`src/rtl/core/bcr_div.sv`:
```
// Four-stage restoring divider, two quotient bits per stage, quotient below 256.
`timescale 1ns / 1ps
module bcr_div (
  input  logic        clk,
  input  logic        en,
  input  logic [27:0] dividend,
  input  logic [19:0] divisor,
  output logic [7:0]  quot,
  output logic [19:0] rem
);

  logic [27:0] r   [4];
  logic [7:0]  q   [4];
  logic [19:0] d   [4];
  logic [27:0] r_n [4];
  logic [7:0]  q_n [4];

  always_comb begin
    logic [27:0] rr;
    logic [7:0]  qq;
    logic [27:0] sh;
    for (int k = 0; k < 4; k++) begin
      rr = (k == 0) ? dividend : r[(k == 0) ? 0 : k-1];
      qq = (k == 0) ? 8'd0 : q[(k == 0) ? 0 : k-1];
      for (int j = 0; j < 2; j++) begin
        sh = {8'd0, ((k == 0) ? divisor : d[(k == 0) ? 0 : k-1])} << (7 - 2*k - j);
        if (rr >= sh) begin
          rr = rr - sh;
          qq[7 - 2*k - j] = 1'b1;
        end
      end
      r_n[k] = rr;
      q_n[k] = qq;
    end
  end

  always_ff @(posedge clk) begin
    if (en) begin
      for (int k = 0; k < 4; k++) begin
        r[k] <= r_n[k];
        q[k] <= q_n[k];
        d[k] <= (k == 0) ? divisor : d[(k == 0) ? 0 : k-1];
      end
    end
  end

  assign quot = q[3];
  assign rem  = r[3][19:0];

endmodule

```
`config.mk`:
```
export PLATFORM = sky130hd
export DESIGN_NAME = bcr_div
export DESIGN_NICKNAME = d
export VERILOG_FILES = /design/src/rtl/core/bcr_div.sv
export SDC_FILE = /design/constraint.sdc
export NUM_CORES = 1
export LEC_CHECK = 0
export BUFFER_PORTS_ARGS = -buffer_cell sky130_fd_sc_hd__buf_2
export CAP_MARGIN = 20
export CORE_MARGIN = 2
export CORE_UTILIZATION = 59
export CTS_BUF_LIST = sky130_fd_sc_hd__clkbuf_16
export DETAILED_ROUTE_END_ITERATION = 8
export GPL_TIMING_DRIVEN = 0
export PLACE_DENSITY_LB_ADDON = 0.3
export SLEW_MARGIN = 25
export SYNTH_ARGS = -nofsm -noshare
export SYNTH_HDL_FRONTEND = slang
export SYNTH_SLANG_ARGS = --single-unit
export TNS_END_PERCENT = 30
```
`constraint.sdc`:
```
create_clock -name clk -period 10.2 [get_ports clk]
set_clock_uncertainty 0.15 [all_clocks]
set_input_delay 0 -clock clk [delete_from_list [all_inputs] [get_ports clk]]
set_output_delay 0 -clock clk [all_outputs]
set_load 0.02 [all_outputs]
```
Yosys cells after proc, flatten, opt, wreduce, memory -nomap -nowiden
Memory sizes are Yosys's and may differ from the RTL's. Cells that the tools add are included.

Register bits after elaboration: 0. Memory bits (writable): 224. Output and inout port bits: 28. Word-level logic and storage cells: 37. Memories kept: 3.

Add/sub/neg operators: 8. Order comparisons: 8. Mux-type cells: 18.

Memory list: r (depth 4, width 28, read ports 4, clocked after memory_dff 0, write ports 4, RTL line 12) `logic [27:0] r [4];`; d (depth 4, width 20, read ports 3, clocked after memory_dff 0, write ports 4, RTL line 14) `logic [19:0] d [4];`; q (depth 4, width 8, read ports 4, clocked after memory_dff 0, write ports 4, RTL line 13) `logic [7:0] q [4];`.

Operators with widths (count): $mux W28 (8); $ge A28 B20 Y1 (1); $ge A28 B21 Y1 (1); $ge A28 B22 Y1 (1); $ge A28 B23 Y1 (1); $ge A28 B24 Y1 (1); $ge A28 B25 Y1 (1); $ge A28 B26 Y1 (1); $ge A28 B27 Y1 (1); $sub A28 B20 Y28 (1); $sub A28 B21 Y28 (1); $sub A28 B22 Y28 (1); $sub A28 B23 Y28 (1); $sub A28 B24 Y28 (1); $sub A28 B25 Y28 (1); $sub A28 B26 Y28 (1); $sub A28 B27 Y28 (1); $mux W1 (10).

Depth between registers and ports, before layout
Gate-level depths: netlist of run 1. An unclocked memory read counts as a cell.

Word-level depth: 5. Depth in mapped cells: 25.

Worst setup path before layout of run 1
No wires, ideal clock.

Path type: reg2reg. From: memory d[1][1]. To: memory r[2][10] (data pin). Setup time: 0.262 ns. Arrival: 5.533 ns. Path slack: 4.255 ns. Stages on the path, launching flop included: 23. Clock period less this slack: 5.945 ns. Path through: edfxtp_1 > inv_1 > ha_1 > nor2b_1 > o31a_1 > o31a_1 > o31a_1 > a211oi_2 > clkbuf_1 > clkbuf_1 > o21ai_0 > fa_1 > a21oi_1 > o211ai_1 > a21oi_1 > o21ai_0 > a31oi_1 > a21oi_1 > o22ai_1 > nand3_1 > nor3b_4 > buf_4 > mux2_1.

RTL lines (RTL line): start, declared (14); end, declared (12).

==> results_dict.tcl, run 1 <==
set metrics [dict create \
    insertion_delay_ns 0.45 \
    drcViolationCount 0 \
    finalSetupViolCount 0 \
    seqPwrFrac_pct 21.6 \
    grt_setup_unrepaired "false" \
    synth_edf_count 184 \
    synth_area_leaders "edfxtp_1 34%, ha_1 12%, xnor2_1 4.9%, a21oi_1 4.7%, mux2_2 3.9%" \
    fin_ws_ns 2.39 \
    drtIter0Drc 673 \
    clk_pin_slew_ns 0.08 \
    avgSynthCellArea_sq_um 9.36 \
    finalHoldWorstSlack_ns 0.0170 \
    cp.required_ns 10.24 \
    hpwl_um 30600 \
    pwr-share-comb_pct 67.5 \
    die_w_um 169 \
    holdPathStages 4 \
    synth_flop_cell "edfxtp_1" \
    netlist_area_sq_um 16000 \
    cts-buffers-inserted 17 \
    end_kind "register" \
    vias 13096 \
    path_class "register to register" \
    worstPathArrival_ns 7.84 \
    root_buffer "clkbuf_16" \
    syn2layout_area_growth_pct 12.1 \
    grt_use_total_pct 27.7 \
    worstHoldPathType "primary input to register" \
    synthArstFlopShare_pct 0 \
    n_antenna_cell 0 \
    synth_top_area_cell "edfxtp_1" \
    reg2reg_depth 22 \
    die_h_um 169 \
    ys_seq_elements 184 \
    grt_pass1_wl_um 63200 \
    clockBufferDepth 2 \
    routed_wl_um 38300 \
    cellInternalPower_mw 3.52 \
    ys_warn_count 0 \
    overflow 0 \
    synthTopCellsByCount "184 x edfxtp_1, 160 x ha_1, 152 x a21oi_1, 148 x inv_1, 129 x nand2_1" \
    synth_cells 1711 \
    vias_per_cell 5.93 \
    clock_sink_count 184 \
    final_layout_size_suffix_gt1_share_pct 11.3 \
    antenna_found_initial 0 \
    rows 60 \
    setup_tns_ns 0 \
    drtPass1Iterations 7 \
    ir_worst_vdd_uv 147 \
    p_clk_share_pct 10.9 \
    cts_tree "yes" \
    powerDensity_nw_per_um2 351 \
    htree_levels 4 \
    num_io_pins 78 \
    finalWeightedCongestion 0.956 \
    post-route-period-util_pct 76.5 \
    p_sw_share_pct 44.0 \
    portBuffers 77 \
    core_sq_um 26800 \
    p_switching_mw 2.77 \
    num-nets-final 2071 \
    netlist.area_leader.share_pct 34.5 \
    fillCellCount 2155 \
    leakage_nw 7.50 \
    cp_max_fo 10 \
    finalMaxSlewViolations 0 \
    dp_slack_ns 2.49 \
    timing_hold_violations_final 0 \
    yosysSeqAreaShare_pct 34.5 \
    grt_pass1_vias 13160 \
    yosysUniqueCellTypes 85 \
    wire_per_inst_um 17.4 \
    ff2ff_setup_slack_ns 2.39 \
    syn_nets 1929 \
    ant_nets 0 \
    slew_headroom_pct 36.1 \
    fmax_mhz 128 \
    die_area_sq_um 28500 \
    initial_utilization_pct 59.8 \
    period_minus_slack_ns 7.81 \
    status "finished clean" \
    yosys.cell_count.top_type "edfxtp_1" \
    setup.worst_path.start_class "register" \
    worst_slew_pin_slew_ns 0.946 \
    cap_viol_max_count 0 \
    grt_max_degree 106 \
    postCtsSetupBuffers 0 \
]
-- worst paths after layout --
path / start / endpoint
worst max register to register: d[1][1] / r[2][21]
worst max-delay path: d[1][1] / r[2][21]
worst min-delay path: dividend[24] / r[0][24]
worst min register to register: q[1][4] / q[2][4]
-- sequential cells by signal (all words and copies together) (netlist names) --
signal,count
d,60
q,20
r,104
-- through the flow --
| step | cell area, sq um | util (%) | instances | power (mW) |
|---|---|---|---|---|
| global placement | 16800 | 62.8 | 2129 | 5.43 |
| floorplan | 16000 | - | 1711 | 4.71 |
| finish | 18000 | 67.0 | 2207 | 6.30 |
| CTS | 18000 | 67.0 | 2207 | 6.26 |
| detailed placement | 16900 | 63.0 | 2130 | 5.52 |
| global route | 18000 | 67.0 | 2207 | 6.85 |
-- routing by layer --
layer	vias to the layer above	global-route usage [%]	wire length, um
li1	6594	-	-
met1	6104	31.2	15700
met2	308	52.1	19600
met3	90	2.17	1040
met4	0	14.5	1950
met5	-	0	0
-- power groups by stage --
stage | clock, mW | sequential [mW] | combinational, mW
after floorplan | 0 | 1.39 | 3.33
after global placement | 0 | 1.37 | 4.06
after detailed placement | 0 | 1.37 | 4.14
after CTS | 0.696 | 1.36 | 4.21
after global routing | 0.725 | 1.38 | 4.74
final | 0.688 | 1.36 | 4.25
-- placed cells by master, fill, tap and decap left out, drive strengths merged, types with 51 or more instances in the layout --
| master | netlist | routed |
|---|---|---|
| ha | 160 | 160 |
| xnor2 | 92 | 92 |
| a21oi | 152 | 152 |
| edfxtp | 184 | 184 |
| buf | 15 | 93 |
| inv | 148 | 156 |
| nand2 | 129 | 129 |
| o21ai | 110 | 110 |
| mux2 | 78 | 78 |
| a21o | 51 | 51 |
| nor2 | 116 | 116 |
-- layout make-up --
class / instances / area, sq um / share of cell area, %
multi-input combinational: 1342 / 9770 / 54.4
sequential: 184 / 5530 / 30.8
timing repair buffer: 123 / 873 / 4.86
inverter: 148 / 556 / 3.09
tap: 341 / 427 / 2.38
clock buffer: 17 / 425 / 2.37
clock inverter: 15 / 211 / 1.18
buffer: 37 / 174 / 0.968
-- timing repair --
item,4_1_cts,5_1_grt
gates resized for setup,0,0
hold endpoints to repair,123,0
hold buffers,45,0
-- worst max-delay path, cell delays in order (launching register included) --
cell and delay [ns]:
edfxtp_1 0.45, inv_1 0.22, ha_1 0.29, nor2b_1 0.16, o31a_1 0.28, o31a_1 0.31, o31a_1 0.35, a211oi_2 0.53
clkbuf_1 0.54, clkbuf_1 0.49, o21ai_0 0.30, fa_1 0.50, a21oi_1 0.24, o211ai_1 0.16, a21oi_1 0.32, o21ai_0 0.25
a31oi_1 0.31, a21oi_1 0.13, o22ai_1 0.25, nand3_1 0.22, nor3b_4 0.44, buf_4 0.29, mux2_1 0.34
-- logic make-up (layout without fill, tap and decap cells) --
kind of cell	count (synthesis)	count (layout)	share of synthesized area (%)
XOR/XNOR	132	132	7.31
flip-flops	184	184	34.5
AO/OA/AOI/OAI	485	485	19.2
AND/OR/NAND/NOR	464	464	14.3
multiplexers	93	93	6.58
buffers and inverters	185	340	4.55
adder cells (fa/ha/maj)	168	168	13.5
Power figures use the tool's default switching activity.
==> inputs of run 2 (changes only) <==
Settings changed: CORE_UTILIZATION 59 to 57.
Clock period 10.2 ns to 7 ns, I/O delays scaled along.
==> run 2 against run 1 <==
  * Clock power rose by 45%
  * Global-route usage is 1.1 points lower
  * Combinational power rose by 48%
  * Sequential share of layout area is 0.21 points lower
  * First-iteration DRC count increased by 14%
  * Die area rose by 3.4%
  * Cell count rose by 1.8%
  * Total power increased by 47%
  * Via count grew 0.74%
  * Routed wire length is 0.66% lower
  * Worst setup slack worse by 2.1 ns
  * Worst hold slack gained 0.0022 ns
  * Largest power group unchanged
==> results_dict.tcl, run 2 (synthesis gave the netlist of run 1 again) <==
set metrics [dict create \
    top_regs "r (104), d (60), q (20)" \
    ant_nets 0 \
    grt_pass1_wl_um 61900 \
    core_sq_um 27700 \
    rows 61 \
    layout_common_cells "184 x edfxtp_1, 160 x ha_1, 150 x a21oi_1, 148 x inv_1, 129 x nand2_1" \
    period_minus_slack_ns 6.74 \
    worst_slew_pin_slew_ns 1.00 \
    cp.required_ns 7.04 \
    clock_sink_count 184 \
    design_area_sq_um 18100 \
    num-nets-final 2073 \
    final_layout_size_suffix_gt1_share_pct 12.2 \
    syn2layout_area_growth_pct 12.9 \
    cts-buffers-inserted 17 \
    fmax_mhz 148 \
    initial_utilization_pct 57.8 \
    timing_hold_violations_final 0 \
    largest_reg_flops 104 \
    die_area_sq_um 29500 \
    path_buf_inv 5 \
    fin_ws_ns 0.261 \
    finalWeightedCongestion 0.935 \
    grt_pass1_vias 13011 \
    dp_slack_ns -0.645 \
    multiInputGateArea_sq_um 9820 \
    overflow 0 \
    leakage_nw 7.55 \
    worstHoldPathType "primary input to register" \
    ff_latch_area_sq_um 5530 \
    die_w_um 172 \
    final_common_cell "edfxtp_1" \
    wire_per_inst_um 17.0 \
    n_antenna_cell 0 \
    powerDensity_nw_per_um2 512 \
    root_buffer "clkbuf_16" \
    portBuffers 77 \
    post-route-period-util_pct 96.3 \
    drtIter0Drc 768 \
    max_stage_delay_ns 0.83 \
    drtPass1Iterations 5 \
    finalMaxSlewViolations 0 \
    final_cells 2246 \
    crit_chain "dlygate4sd3_1 -> buf_2 -> inv_1 -> ha_1 -> and3_1 -> nor4b_1 -> o41ai_1 -> o21ai_1 -> clkbuf_1 -> mux2_2 -> ha_1 -> a21o_1 -> a21oi_1 -> o21bai_1 -> a2111o_1 -> nand3_1 -> a31oi_1 -> nor4_4 -> buf_4 -> mux2_2" \
    placed_area_sq_um 16900 \
    worstPathArrival_ns 6.78 \
    grt_use_total_pct 26.6 \
    end_kind "register" \
    cp_top_family "compound AO/OA/AOI/OAI gates" \
    crit_slowest_cell "nor4b_1" \
    clockBufferDepth 2 \
    finalSetupViolCount 0 \
    cp_max_fo 10 \
    post-route-util_pct 65.3 \
    grt_setup_unrepaired "false" \
    drcViolationCount 0 \
    grt_max_degree 99 \
    routed_wl_um 38100 \
    hpwl_um 30200 \
    regMostFlops "r" \
    antenna_found_initial 0 \
    htree_levels 4 \
    num_io_pins 78 \
    status "finished clean" \
    die_h_um 172 \
    dp_cells 2167 \
    cts_tree "yes" \
    ir_worst_vdd_uv 254 \
    vias_per_cell 5.87 \
    fillCellCount 2269 \
    cap_viol_max_count 0 \
    vias 13193 \
    insertion_delay_ns 0.45 \
    path_class "primary input to register" \
    slew_headroom_pct 32.4 \
    setup.worst_path.start_class "primary input" \
    clk_pin_slew_ns 0.07 \
]
[run 2: routing by layer]
metal | track usage, % | wire [um] | up-vias
met2 | 49.4 | 19300 | 378
met3 | 2.78 | 1140 | 111
met5 | 0 | 0 | -
li1 | - | - | 6600
met1 | 29.6 | 15600 | 6104
met4 | 14.5 | 2020 | 0
[run 2: final timing paths]
path | startpoint | endpoint | slack [ns] | cells after the start
max | divisor[7] | r[0][21] | 0.26 | 20
min | dividend[17] | r[0][17] | 0.02 | 4
max reg2reg | d[0][7] | r[1][18] | 0.35 | 21
min reg2reg | q[1][4] | q[2][4] | 0.27 | 0
[run 2: power by group]
group          switching, mW  internal (mW)
clock network          0.500          0.498
logic                   3.42           2.85
registers              0.180           1.81
total                   4.10           5.16
[run 2: area by class of cell]
cell class / count / area share, %
repair buffers: 125 / 4.91
plain buffers: 37 / 1.03
well taps: 378 / 2.62
multi-input cells: 1342 / 54.3
clock inverters: 15 / 1.14
inverters: 148 / 3.07
flip-flops and latches: 184 / 30.6
clock buffers: 17 / 2.35
[run 2: worst reg2reg max path: stages, from the launching register on]
cell and delay [ns]:
edfxtp_1 0.40, inv_1 0.08, ha_1 0.39, nand4_2 0.24
or4_1 0.61, a311oi_2 0.33, o311a_2 0.34, nor2_2 0.10
clkbuf_2 0.24, clkbuf_2 0.25, o21ai_0 0.33, ha_1 0.37
o21ai_0 0.29, a21oi_1 0.14, o2111a_1 0.31, o22ai_1 0.21
o21ai_0 0.26, o21ai_0 0.31, and4bb_4 0.36, and2_4 0.21
buf_8 0.16, mux2_4 0.31
[run 2: what timing repair did]
action                                  CTS  global route
buffers inserted                          1             1
endpoints found under the setup margin   43            68
hold endpoints to repair                130             0
resized for setup                         8            17
pin swaps                                 1             2
hold buffers                             45             0
[run 2: stage by stage]
| stage | hold slack (ns) | power (mW) | setup TNS [ns] |
|---|---|---|---|
| 2_1_floorplan | -0.0511 | 6.87 | 0 |
| 3_3_place_gp | 0.0417 | 7.90 | -10.51 |
| 3_5_place_dp | 0.0463 | 8.05 | -14.41 |
| 4_1_cts | 0.0106 | 9.16 | 0 |
| 5_1_grt | 0.0493 | 10.1 | 0 |
| 6_report | 0.0191 | 9.26 | 0 |
